### src/rtl/core/gfs_pkg.sv
// ----------------------------------------------------------------------------
// gfs_pkg
// Shared constants, types and helpers for the gradient focus statistics block.
// ----------------------------------------------------------------------------
package gfs_pkg;

  localparam int MAX_WIDTH  = 4096;
  localparam int MAX_HEIGHT = 4096;
  localparam int SUM_BITS   = 40;
  localparam int OUT_W      = 40;
  localparam int CNT_W      = 24;
  localparam int PIX_W      = 8;
  localparam int COL_W      = $clog2(MAX_WIDTH);
  localparam int POS_W      = COL_W + 1;
  localparam int ROW_W      = $clog2(MAX_HEIGHT);
  localparam int NUM_SUMS   = 6;
  localparam int NUM_CNTS   = 3;
  localparam int IN_DATA_W  = 24;
  localparam int OUT_DATA_W = NUM_SUMS * OUT_W + NUM_CNTS * CNT_W;
  localparam int CFG_IDX_W  = 3;
  localparam int CFG_DATA_W = 13;

  localparam logic [POS_W-1:0] MIN_W_EFF = POS_W'(2);
  localparam logic [POS_W-1:0] MAX_W_EFF = POS_W'(MAX_WIDTH);
  localparam logic [ROW_W-1:0] ROW_MAX   = ROW_W'(MAX_HEIGHT - 1);

  typedef enum logic [CFG_IDX_W-1:0] {
    CFG_IMAGE_WIDTH    = 3'd0,
    CFG_CHANNEL_SELECT = 3'd1,
    CFG_OVER_LIMIT     = 3'd2,
    CFG_UNDER_LIMIT    = 3'd3,
    CFG_BOX_COL_FIRST  = 3'd4,
    CFG_BOX_COL_LAST   = 3'd5,
    CFG_BOX_ROW_FIRST  = 3'd6,
    CFG_BOX_ROW_LAST   = 3'd7
  } cfg_idx_t;

  typedef enum logic [1:0] {
    CH_ZERO  = 2'd0,
    CH_ONE   = 2'd1,
    CH_TWO   = 2'd2,
    CH_SPARE = 2'd3
  } chan_t;

  typedef struct packed {
    logic [POS_W-1:0] image_width;
    logic [1:0]       channel_select;
    logic [PIX_W-1:0] over_limit;
    logic [PIX_W-1:0] under_limit;
    logic [COL_W-1:0] box_col_first;
    logic [COL_W-1:0] box_col_last;
    logic [ROW_W-1:0] box_row_first;
    logic [ROW_W-1:0] box_row_last;
  } cfg_t;

  // One pixel's work as it leaves the position tracker.
  typedef struct packed {
    logic             wr;      // line store write of held pixel
    logic             stats;   // pixel contributes to sums and counts
    logic             in_box;
    logic             over;
    logic             under;
    logic             fe;
    logic [COL_W-1:0] addr;
    logic [PIX_W-1:0] p;
    logic [PIX_W-1:0] dh;
  } item_t;

  function automatic logic [SUM_BITS-1:0] sat_add(logic [SUM_BITS-1:0] a,
                                                  logic [PIX_W:0] v);
    logic [SUM_BITS:0] s;
    s = {1'b0, a} + {{(SUM_BITS - PIX_W){1'b0}}, v};
    return s[SUM_BITS] ? {SUM_BITS{1'b1}} : s[SUM_BITS-1:0];
  endfunction

  function automatic logic [CNT_W-1:0] cnt_inc(logic [CNT_W-1:0] c);
    return (c == {CNT_W{1'b1}}) ? c : c + 1'b1;
  endfunction

  function automatic logic [PIX_W-1:0] abs_diff(logic [PIX_W-1:0] a,
                                                logic [PIX_W-1:0] b);
    return (a >= b) ? a - b : b - a;
  endfunction

endpackage

### src/rtl/core/gfs_front.sv
// ----------------------------------------------------------------------------
// gfs_front
// Raster position tracking, channel pick, held pixel and per-pixel flags.
// ----------------------------------------------------------------------------
module gfs_front
  import gfs_pkg::*;
(
  input  logic             clk,
  input  logic             rst_n,
  input  cfg_t             cfg,
  input  logic             accept,
  input  logic [PIX_W-1:0] sample_zero,
  input  logic [PIX_W-1:0] sample_one,
  input  logic [PIX_W-1:0] sample_two,
  input  logic             frame_end,
  output item_t            item,
  output logic             rd_en,
  output logic [COL_W-1:0] rd_addr
);

  logic [POS_W-1:0] col_r, col_nxt;
  logic [ROW_W-1:0] row_r, row_nxt;
  logic [PIX_W-1:0] held_r, held_nxt;

  logic [POS_W-1:0] w_eff;
  logic [PIX_W-1:0] s;
  logic [POS_W-1:0] col_a, col_b;
  logic [ROW_W-1:0] row_a;
  logic [COL_W-1:0] c;

  always_comb begin
    if (cfg.image_width < MIN_W_EFF) begin
      w_eff = MIN_W_EFF;
    end else if (cfg.image_width > MAX_W_EFF) begin
      w_eff = MAX_W_EFF;
    end else begin
      w_eff = cfg.image_width;
    end

    case (chan_t'(cfg.channel_select))
      CH_ONE:  s = sample_one;
      CH_TWO:  s = sample_two;
      default: s = sample_zero;
    endcase

    // width shrunk mid-row: pixel starts the next row
    if (col_r >= w_eff) begin
      col_a = '0;
      row_a = (row_r == ROW_MAX) ? row_r : row_r + 1'b1;
    end else begin
      col_a = col_r;
      row_a = row_r;
    end

    c = col_a[COL_W-1:0] - 1'b1;

    item.wr     = (col_a != '0);
    item.stats  = (col_a != '0) && (row_a != '0);
    item.in_box = (c >= cfg.box_col_first) && (c <= cfg.box_col_last) &&
                  (row_a >= cfg.box_row_first) && (row_a <= cfg.box_row_last);
    item.over   = (held_r >= cfg.over_limit);
    item.under  = (held_r <= cfg.under_limit);
    item.fe     = frame_end;
    item.addr   = c;
    item.p      = held_r;
    item.dh     = abs_diff(held_r, s);

    rd_en   = accept && item.stats;
    rd_addr = c;

    col_b    = col_a + 1'b1;
    col_nxt  = col_r;
    row_nxt  = row_r;
    held_nxt = held_r;
    if (accept) begin
      held_nxt = s;
      if (col_b >= w_eff) begin
        col_nxt = '0;
        row_nxt = (row_a == ROW_MAX) ? row_a : row_a + 1'b1;
      end else begin
        col_nxt = col_b;
        row_nxt = row_a;
      end
      if (frame_end) begin
        held_nxt = '0;
        col_nxt  = '0;
        row_nxt  = '0;
      end
    end
  end

  always_ff @(posedge clk) begin
    if (!rst_n) begin
      col_r  <= '0;
      row_r  <= '0;
      held_r <= '0;
    end else begin
      col_r  <= col_nxt;
      row_r  <= row_nxt;
      held_r <= held_nxt;
    end
  end

endmodule

### config.mk
export PLATFORM = sky130hd
export DESIGN_NAME = gfs_front
export DESIGN_NICKNAME = d
export VERILOG_FILES = /design/src/rtl/core/gfs_pkg.sv /design/src/rtl/core/gfs_front.sv
export SDC_FILE = /design/constraint.sdc
export NUM_CORES = 1
export LEC_CHECK = 0
export ABC_AREA = 1
export BUFFER_PORTS_ARGS = -buffer_cell sky130_fd_sc_hd__buf_2
export CORE_ASPECT_RATIO = 1.1
export CORE_UTILIZATION = 55
export DETAILED_ROUTE_END_ITERATION = 8
export PLACE_DENSITY_LB_ADDON = 0.3
export SLEW_MARGIN = 20
export SYNTH_ARGS = -nofsm -noshare
export SYNTH_HDL_FRONTEND = slang
export SYNTH_SLANG_ARGS = --single-unit
### constraint.sdc
create_clock -name clk -period 8.7 [get_ports clk]
set_input_delay 1.74 -clock clk [delete_from_list [all_inputs] [get_ports clk]]
set_output_delay 1.74 -clock clk [all_outputs]
set_load 0.03 [all_outputs]
==> run summary, run 1 <==
==================================================================================
Buffers inserted during post-CTS setup optimization .................            0
Number of storage elements in the synthesis netlist .................           33
Commonest non-fill, non-tap cell in the layout ...................... sky130_fd_sc_hd__nand2_1
Worst Reg-to-Reg Cells ..............................................           26
Final WL ............................................................      15.9 mm
Switching part of the total .........................................        40.3%
Antenna diode count .................................................            0
Die X-Extent ........................................................       102 um
Async set-or-reset flop fraction in the synthesized netlist .........           0%
Number of top-level pins ............................................          154
Hold path startpoint ................................................ col_r[0]$_SDFFE_PN0P_
Mapped cell area ....................................................  0.00608 mm2
Post-synthesis sequential area ratio ................................        10.9%
Number of DRC markers in iteration 0 ................................          406
Mean area per synthesized cell ......................................     6.31 um2
Share of Yosys cell area claimed by the top area cell type ..........        23.2%
Max-capacitance violation count .....................................            0
Post-route DRC ......................................................            0
Measured slew at the worst slew-check pin ...........................      1050 ps
Prevailing post-synth register cell ................................. sky130_fd_sc_hd__dfxtp_1
Critical path startpoint ............................................      cfg[73]
CTS Buf Count .......................................................            5
Longest individual stage delay on the worst path ....................       330 ps
Most used cells in the layout excluding fill and tap cells .......... 225 x sky130_fd_sc_hd__nand2_1, 157 x sky130_fd_sc_hd__inv_1, 153 x sky130_fd_sc_hd__buf_2, 113 x sky130_fd_sc_hd__ha_1, 84 x sky130_fd_sc_hd__a21oi_1
Largest net degree at the start of global routing ...................           36
Worst IR Drop VDD ...................................................      83.2 uV
Final Hold Slack ....................................................       467 ps
Die footprint .......................................................   0.0115 mm2
Count of hold buffers inserted by post-cts repair ...................            0
Via Count ...........................................................         6598
Net count of the mapped netlist .....................................         1186
Clock-pin slew on the worst setup and hold paths ....................        50 ps
Count of nets left with antenna violations after detail routing .....            0
Cell repeated most along the worst path ............................. sky130_fd_sc_hd__nand3_1
Estimated wirelength of the detail-placed design ....................      13.2 mm
Highest attainable clock frequency ..................................      123 MHz
Clock Sinks .........................................................           33
Maximum fanout along the worst path .................................           11
Category of the worst setup path launch point ....................... primary input
Top cells by area, synth ............................................ sky130_fd_sc_hd__ha_1 23%, sky130_fd_sc_hd__nand2_1 14%, sky130_fd_sc_hd__dfxtp_1 11%
Type of destination of the critical path ............................  output port
Port Buffer Count ...................................................          153
Initial cell density of the core ....................................        57.5%
Worst flop-to-flop path endpoint .................................... col_r[12]$_SDFFE_PN0P_
Worst Path Required .................................................      6960 ps
Launch point of the worst reg-to-reg path ........................... col_r[3]$_SDFFE_PN0P_
Clock latency reported for the late side of the worst-skew pair .....       280 ps
Final worst-path setup slack ........................................       551 ps
Post-layout nets ....................................................         1321
First-pass DRT Iterations ...........................................            5
Number of flops mapped to enable cells by yosys .....................            0
Clock Skews .........................................................      5.74 ps
Number of H-tree levels .............................................            2
Final critical delay including setup and external delays ............      8150 ps
Combined global-route utilization of all metal layers ...............        28.3%
Unique masters post-synth ...........................................           49
Die extent in y .....................................................       112 um
Placeable core region ...............................................   0.0106 mm2
Grt ovf .............................................................            0
Deepest clock path buffer count .....................................            2
Part of the total power dissipated in the clock network .............        30.3%
Yosys top cell by area .............................................. sky130_fd_sc_hd__ha_1
Signed area change from the synthesized netlist to the final layout .        16.7%
FF-to-FF setup slack ................................................      3450 ps
Routed WL per cell ..................................................      12.8 um
TritonCTS clock tree ................................................         done
Via count of the first global-routing pass ..........................         6168
Cells after synthesis ...............................................          964
Number of vias per cell .............................................         5.31
Final sum of negative setup slack ...................................         0 ps
Arrival time at the worst endpoint ..................................      6410 ps
Kind of path behind the tightest hold check ......................... flop to flop
Total power density per cell area ...................................  97.9 mW/mm2
Clock root cell ..................................................... sky130_fd_sc_hd__clkbuf_16
Warnings from Yosys .................................................            0
Net load switching power ............................................     0.280 mW
Final hold violation count ..........................................            0
Worst slew margin ...................................................        30.0%
Final slew viol count ...............................................            0
Placement Rows ......................................................           39
Fraction of final layout cells sized beyond drive strength 1 ........        21.4%
Status ..............................................................    completed
Crit path max-delay cell type ....................................... sky130_fd_sc_hd__ha_1
Global placer's final weighted congestion ...........................        0.923
Critical path capture point .........................................     item[31]
Pre-CTS setup slack .................................................       314 ps
Total power .........................................................     0.695 mW
Count of final setup violators ......................................            0
Fraction of power consumed by sequential logic ......................        22.9%
Unrepaired setup endpoints after global routing .....................        false
Internal power ......................................................     0.415 mW
Power share of the combinational group ..............................        46.8%
Total leakage power .................................................      3.90 nW
Critical Setup Path Class ........................................... primary input to output port
Part of the cycle the worst path needs ..............................        93.7%
Initial antenna violation count .....................................            0
Wire length of the first global-routing pass ........................      26.5 mm
==================================================================================
## metal layers
metal	routed length [um]	track usage [%]	share of wire, %	vias up
li1	-	-	-	3402
met1	6830	34.3	43	2958
met2	7930	51.4	50	202
met3	739	3.42	4.6	36
met4	399	8.19	2.5	0
met5	0	0	0	-
## power by group through the flow
stage          Clock [mW]  Sequential (mW)  Combinational, mW
5_1_grt             0.216            0.160              0.363
3_5_place_dp            0            0.162              0.323
4_1_cts             0.209            0.159              0.324
3_3_place_gp            0            0.162              0.317
2_1_floorplan           0            0.165              0.232
6_report            0.211            0.159              0.325
## registers in the layout, indices dropped and copies added (netlist names)
signal	flops
col_r	13
held_r	8
row_r	12
## cell families after synthesis
kind of cell               after synthesis  share of synthesized area, %
adders and majority gates              115                          23.9
xor gates and xnor gates                27                          3.89
buffers and inverters                  209                          14.0
DFF                                     33                          10.9
AOI/OAI and AO/OA                      157                          15.0
muxes                                    3                         0.555
and+or+nand+nor                        420                          31.8
## worst max-delay path, delay by kind of cell
| kind | cells | cell delay [ps] |
|---|---|---|
| xor+xnor | 1 | 210 |
| fa+ha+maj | 2 | 640 |
| compound gates | 4 | 660 |
| buf+inv | 6 | 800 |
| simple gates | 18 | 2380 |
## synthesized netlist by cell type (2+ instances only)
master,count
sky130_fd_sc_hd__nand2_1,225
sky130_fd_sc_hd__inv_1,157
sky130_fd_sc_hd__ha_1,113
sky130_fd_sc_hd__a21oi_1,84
sky130_fd_sc_hd__nor2_1,59
sky130_fd_sc_hd__nand3_1,58
sky130_fd_sc_hd__dfxtp_1,33
sky130_fd_sc_hd__o21ai_0,29
sky130_fd_sc_hd__xor2_1,25
sky130_fd_sc_hd__inv_2,19
sky130_fd_sc_hd__nand4_1,16
sky130_fd_sc_hd__buf_4,14
sky130_fd_sc_hd__clkbuf_1,13
sky130_fd_sc_hd__nand2_2,11
sky130_fd_sc_hd__nor2_2,10
sky130_fd_sc_hd__nor3_1,10
sky130_fd_sc_hd__a221o_1,8
sky130_fd_sc_hd__o21a_1,8
sky130_fd_sc_hd__nor2_4,7
sky130_fd_sc_hd__a211oi_1,6
sky130_fd_sc_hd__nand2_4,5
sky130_fd_sc_hd__nor4_1,5
sky130_fd_sc_hd__nor3_2,4
sky130_fd_sc_hd__o211ai_1,4
sky130_fd_sc_hd__o21ai_1,4
sky130_fd_sc_hd__a21o_1,3
sky130_fd_sc_hd__mux2_2,3
sky130_fd_sc_hd__a221oi_1,2
sky130_fd_sc_hd__and3_1,2
sky130_fd_sc_hd__buf_2,2
sky130_fd_sc_hd__clkinv_1,2
sky130_fd_sc_hd__fa_1,2
sky130_fd_sc_hd__nand3b_1,2
sky130_fd_sc_hd__o21bai_1,2
sky130_fd_sc_hd__or2_2,2
sky130_fd_sc_hd__xnor2_1,2
## stage by stage
stage	util (%)	instance area (um2)	std cells
floorplan	-	6080	964
global placement	65.1	6890	1235
detailed placement	65.1	6890	1235
CTS	66.7	7060	1243
global route	67.0	7100	1243
finish	67.0	7100	1243
## worst min-delay path by stage
stage | end | depth (start not counted)
2_1_floorplan | col_r[0]$_SDFFE_PN0P_ | 2
3_3_place_gp | col_r[0]$_SDFFE_PN0P_ | 2
3_5_place_dp | col_r[0]$_SDFFE_PN0P_ | 2
4_1_cts | col_r[0]$_SDFFE_PN0P_ | 2
5_1_grt | col_r[0]$_SDFFE_PN0P_ | 2
6_report | col_r[0]$_SDFFE_PN0P_ | 2
## timing repair
action,4_1_cts,5_1_grt
hold endpoints to repair,0,0
setup endpoints to repair,0,1
resized for setup,0,6
## area by class of cell
cell class	instances	area, um2
multi-input combinational	722	4600
sequential	33	661
clock buffer	7	143
fill	1014	3490
tap	143	179
clock inverter	1	30.0
inverter	179	674
timing repair buffer	158	807
Power figures use the tool's default switching activity.
==> inputs of run 2 (changes only) <==
--- a/config.mk
+++ b/config.mk
@@ -8,7 +8,7 @@
 export ABC_AREA = 1
 export BUFFER_PORTS_ARGS = -buffer_cell sky130_fd_sc_hd__buf_2
 export CORE_ASPECT_RATIO = 1.1
-export CORE_UTILIZATION = 55
+export CORE_UTILIZATION = 56
 export DETAILED_ROUTE_END_ITERATION = 8
 export PLACE_DENSITY_LB_ADDON = 0.3
 export SLEW_MARGIN = 20
==> run summary, run 2 (synthesis results as in run 1) <==
==================================================================================
Clock root cell ..................................................... sky130_fd_sc_hd__clkbuf_16
Number of H-tree levels .............................................            2
Multi-input gate area in the final layout ...........................  0.00459 mm2
FF-to-FF setup slack ................................................      3520 ps
Type of destination of the critical path ............................  output port
Via Count ...........................................................         6595
CTS Buf Count .......................................................            5
Arrival time at the worst endpoint ..................................      6400 ps
Total power density per cell area ...................................  93.3 mW/mm2
Final hold violation count ..........................................            0
TritonCTS clock tree ................................................         done
Final critical delay including setup and external delays ............      8140 ps
Final worst-path setup slack ........................................       557 ps
Crit path max-delay cell type ....................................... sky130_fd_sc_hd__nor4_2
Kind of path behind the tightest hold check ......................... flop to flop
Signed area change from the synthesized netlist to the final layout .        16.1%
Combined global-route utilization of all metal layers ...............        28.2%
Fill cells ..........................................................          986
Count of final setup violators ......................................            0
Buffers inserted during post-CTS setup optimization .................            0
Number of flip-flops under the largest register name ................           13
Critical path startpoint ............................................      cfg[73]
Largest delay share family, worst path .............................. simple AND/OR/NAND/NOR gates
Final WL ............................................................      15.8 mm
Critical Setup Path Class ........................................... primary input to output port
Deepest clock path buffer count .....................................            2
Status ..............................................................    completed
Post-route DRC ......................................................            0
Most used cells in the layout excluding fill and tap cells .......... 225 x sky130_fd_sc_hd__nand2_1, 156 x sky130_fd_sc_hd__inv_1, 153 x sky130_fd_sc_hd__buf_2, 113 x sky130_fd_sc_hd__ha_1, 84 x sky130_fd_sc_hd__a21oi_1
Final slew viol count ...............................................            0
Max-capacitance violation count .....................................            0
Worst IR Drop VDD ...................................................      76.0 uV
Worst slew margin ...................................................        33.0%
Category of the worst setup path launch point ....................... primary input
Placeable core region ...............................................   0.0105 mm2
Initial antenna violation count .....................................            0
Largest registers ................................................... col_r x13, row_r x12, held_r x8
Maximum fanout along the worst path .................................           13
Wire length of the first global-routing pass ........................      26.1 mm
Antenna diode count .................................................            0
Number of top-level pins ............................................          154
Fraction of final layout cells sized beyond drive strength 1 ........        21.3%
Part of the cycle the worst path needs ..............................        93.6%
Clock latency reported for the late side of the worst-skew pair .....       280 ps
Worst Path Required .................................................      6960 ps
Launch point of the worst reg-to-reg path ........................... col_r[4]$_SDFFE_PN0P_
Die extent in y .....................................................       111 um
Measured slew at the worst slew-check pin ...........................       998 ps
Number of DRC markers in iteration 0 ................................          336
Count of nets left with antenna violations after detail routing .....            0
Grt ovf .............................................................            0
Commonest non-fill, non-tap cell in the layout ...................... sky130_fd_sc_hd__nand2_1
Hold path startpoint ................................................ col_r[0]$_SDFFE_PN0P_
Routed WL per cell ..................................................      12.7 um
Clock Skews .........................................................      4.29 ps
Die footprint .......................................................   0.0113 mm2
Most flops, register ................................................        col_r
Estimated wirelength of the detail-placed design ....................      13.1 mm
Port Buffer Count ...................................................          153
Via count of the first global-routing pass ..........................         6028
First-pass DRT Iterations ...........................................            5
Number of buffer and inverter stages on the critical path ...........            6
Number of vias per cell .............................................         5.30
Global placer's final weighted congestion ...........................        0.970
Highest attainable clock frequency ..................................      123 MHz
Clock-pin slew on the worst setup and hold paths ....................        50 ps
Post-layout nets ....................................................         1323
Placement Rows ......................................................           39
Pre-CTS setup slack .................................................       435 ps
Register area .......................................................      661 um2
Total power .........................................................     0.659 mW
Clock Sinks .........................................................           33
Die X-Extent ........................................................       101 um
Largest net degree at the start of global routing ...................           35
Count of hold buffers inserted by post-cts repair ...................            0
Total leakage power .................................................      3.89 nW
Longest individual stage delay on the worst path ....................       340 ps
Initial cell density of the core ....................................        58.0%
==================================================================================
[run 2: changes by cell type in the layout (fill, tap and decap cells not counted), sizes merged]
| cell | before | now |
|---|---|---|
| bufinv | 1 | 0 |
| clkinv | 2 | 3 |
| inv | 177 | 176 |
| buf | 158 | 160 |
[run 2: where the power goes]
| part | total [mW] | internal (mW) | switching (mW) |
|---|---|---|---|
| Clock | 0.178 | 0.112 | 0.0653 |
| Sequential | 0.159 | 0.154 | 0.00457 |
| Combinational | 0.323 | 0.117 | 0.205 |
[run 2: worst paths after layout]
kind	end	cells after the start
hold / removal	col_r[0]$_SDFFE_PN0P_	2
setup reg to reg	col_r[5]$_SDFFE_PN0P_	26
setup / recovery	item[31]	31
hold reg to reg	col_r[0]$_SDFFE_PN0P_	2
[run 2: metrics by stage]
stage	cell area [um2]	setup TNS [ps]	util (%)	instances	hold WS, ps
after floorplan	6080	0	-	964	445
after global placement	6910	0	65.8	1237	457
after detailed placement	6910	0	65.8	1237	456
after CTS	7050	0	67.2	1244	465
after global routing	7070	-0.0355	67.3	1244	515
final	7070	0	67.3	1244	463
[run 2: layer usage]
metal	up-vias	wire (um)	global-route usage, %
met4	0	478	9.18
met3	48	773	3.03
met2	201	7770	50.7
met1	2933	6810	34.4
li1	3413	-	-
met5	-	0	0
[run 2: worst reg2reg max path, delay by kind of cell (launching register included)]
kind	cells	cell delay [ps]
simple gates	15	2510
fa+ha+maj	3	900
buf+inv	4	710
compound gates	4	510
flops	1	450
[run 2: repair_timing]
action,CTS,global route
hold endpoints to repair,0,0
resized for setup,0,3
endpoints found under the setup margin,0,1
[run 2: area by class of cell]
type	instances	area share [%]
Clock buffer	7	2.02
Inverter	179	9.54
Multi-Input combinational cell	722	64.9
Sequential cell	33	9.35
Tap cell	143	2.53
Timing Repair Buffer	160	11.6
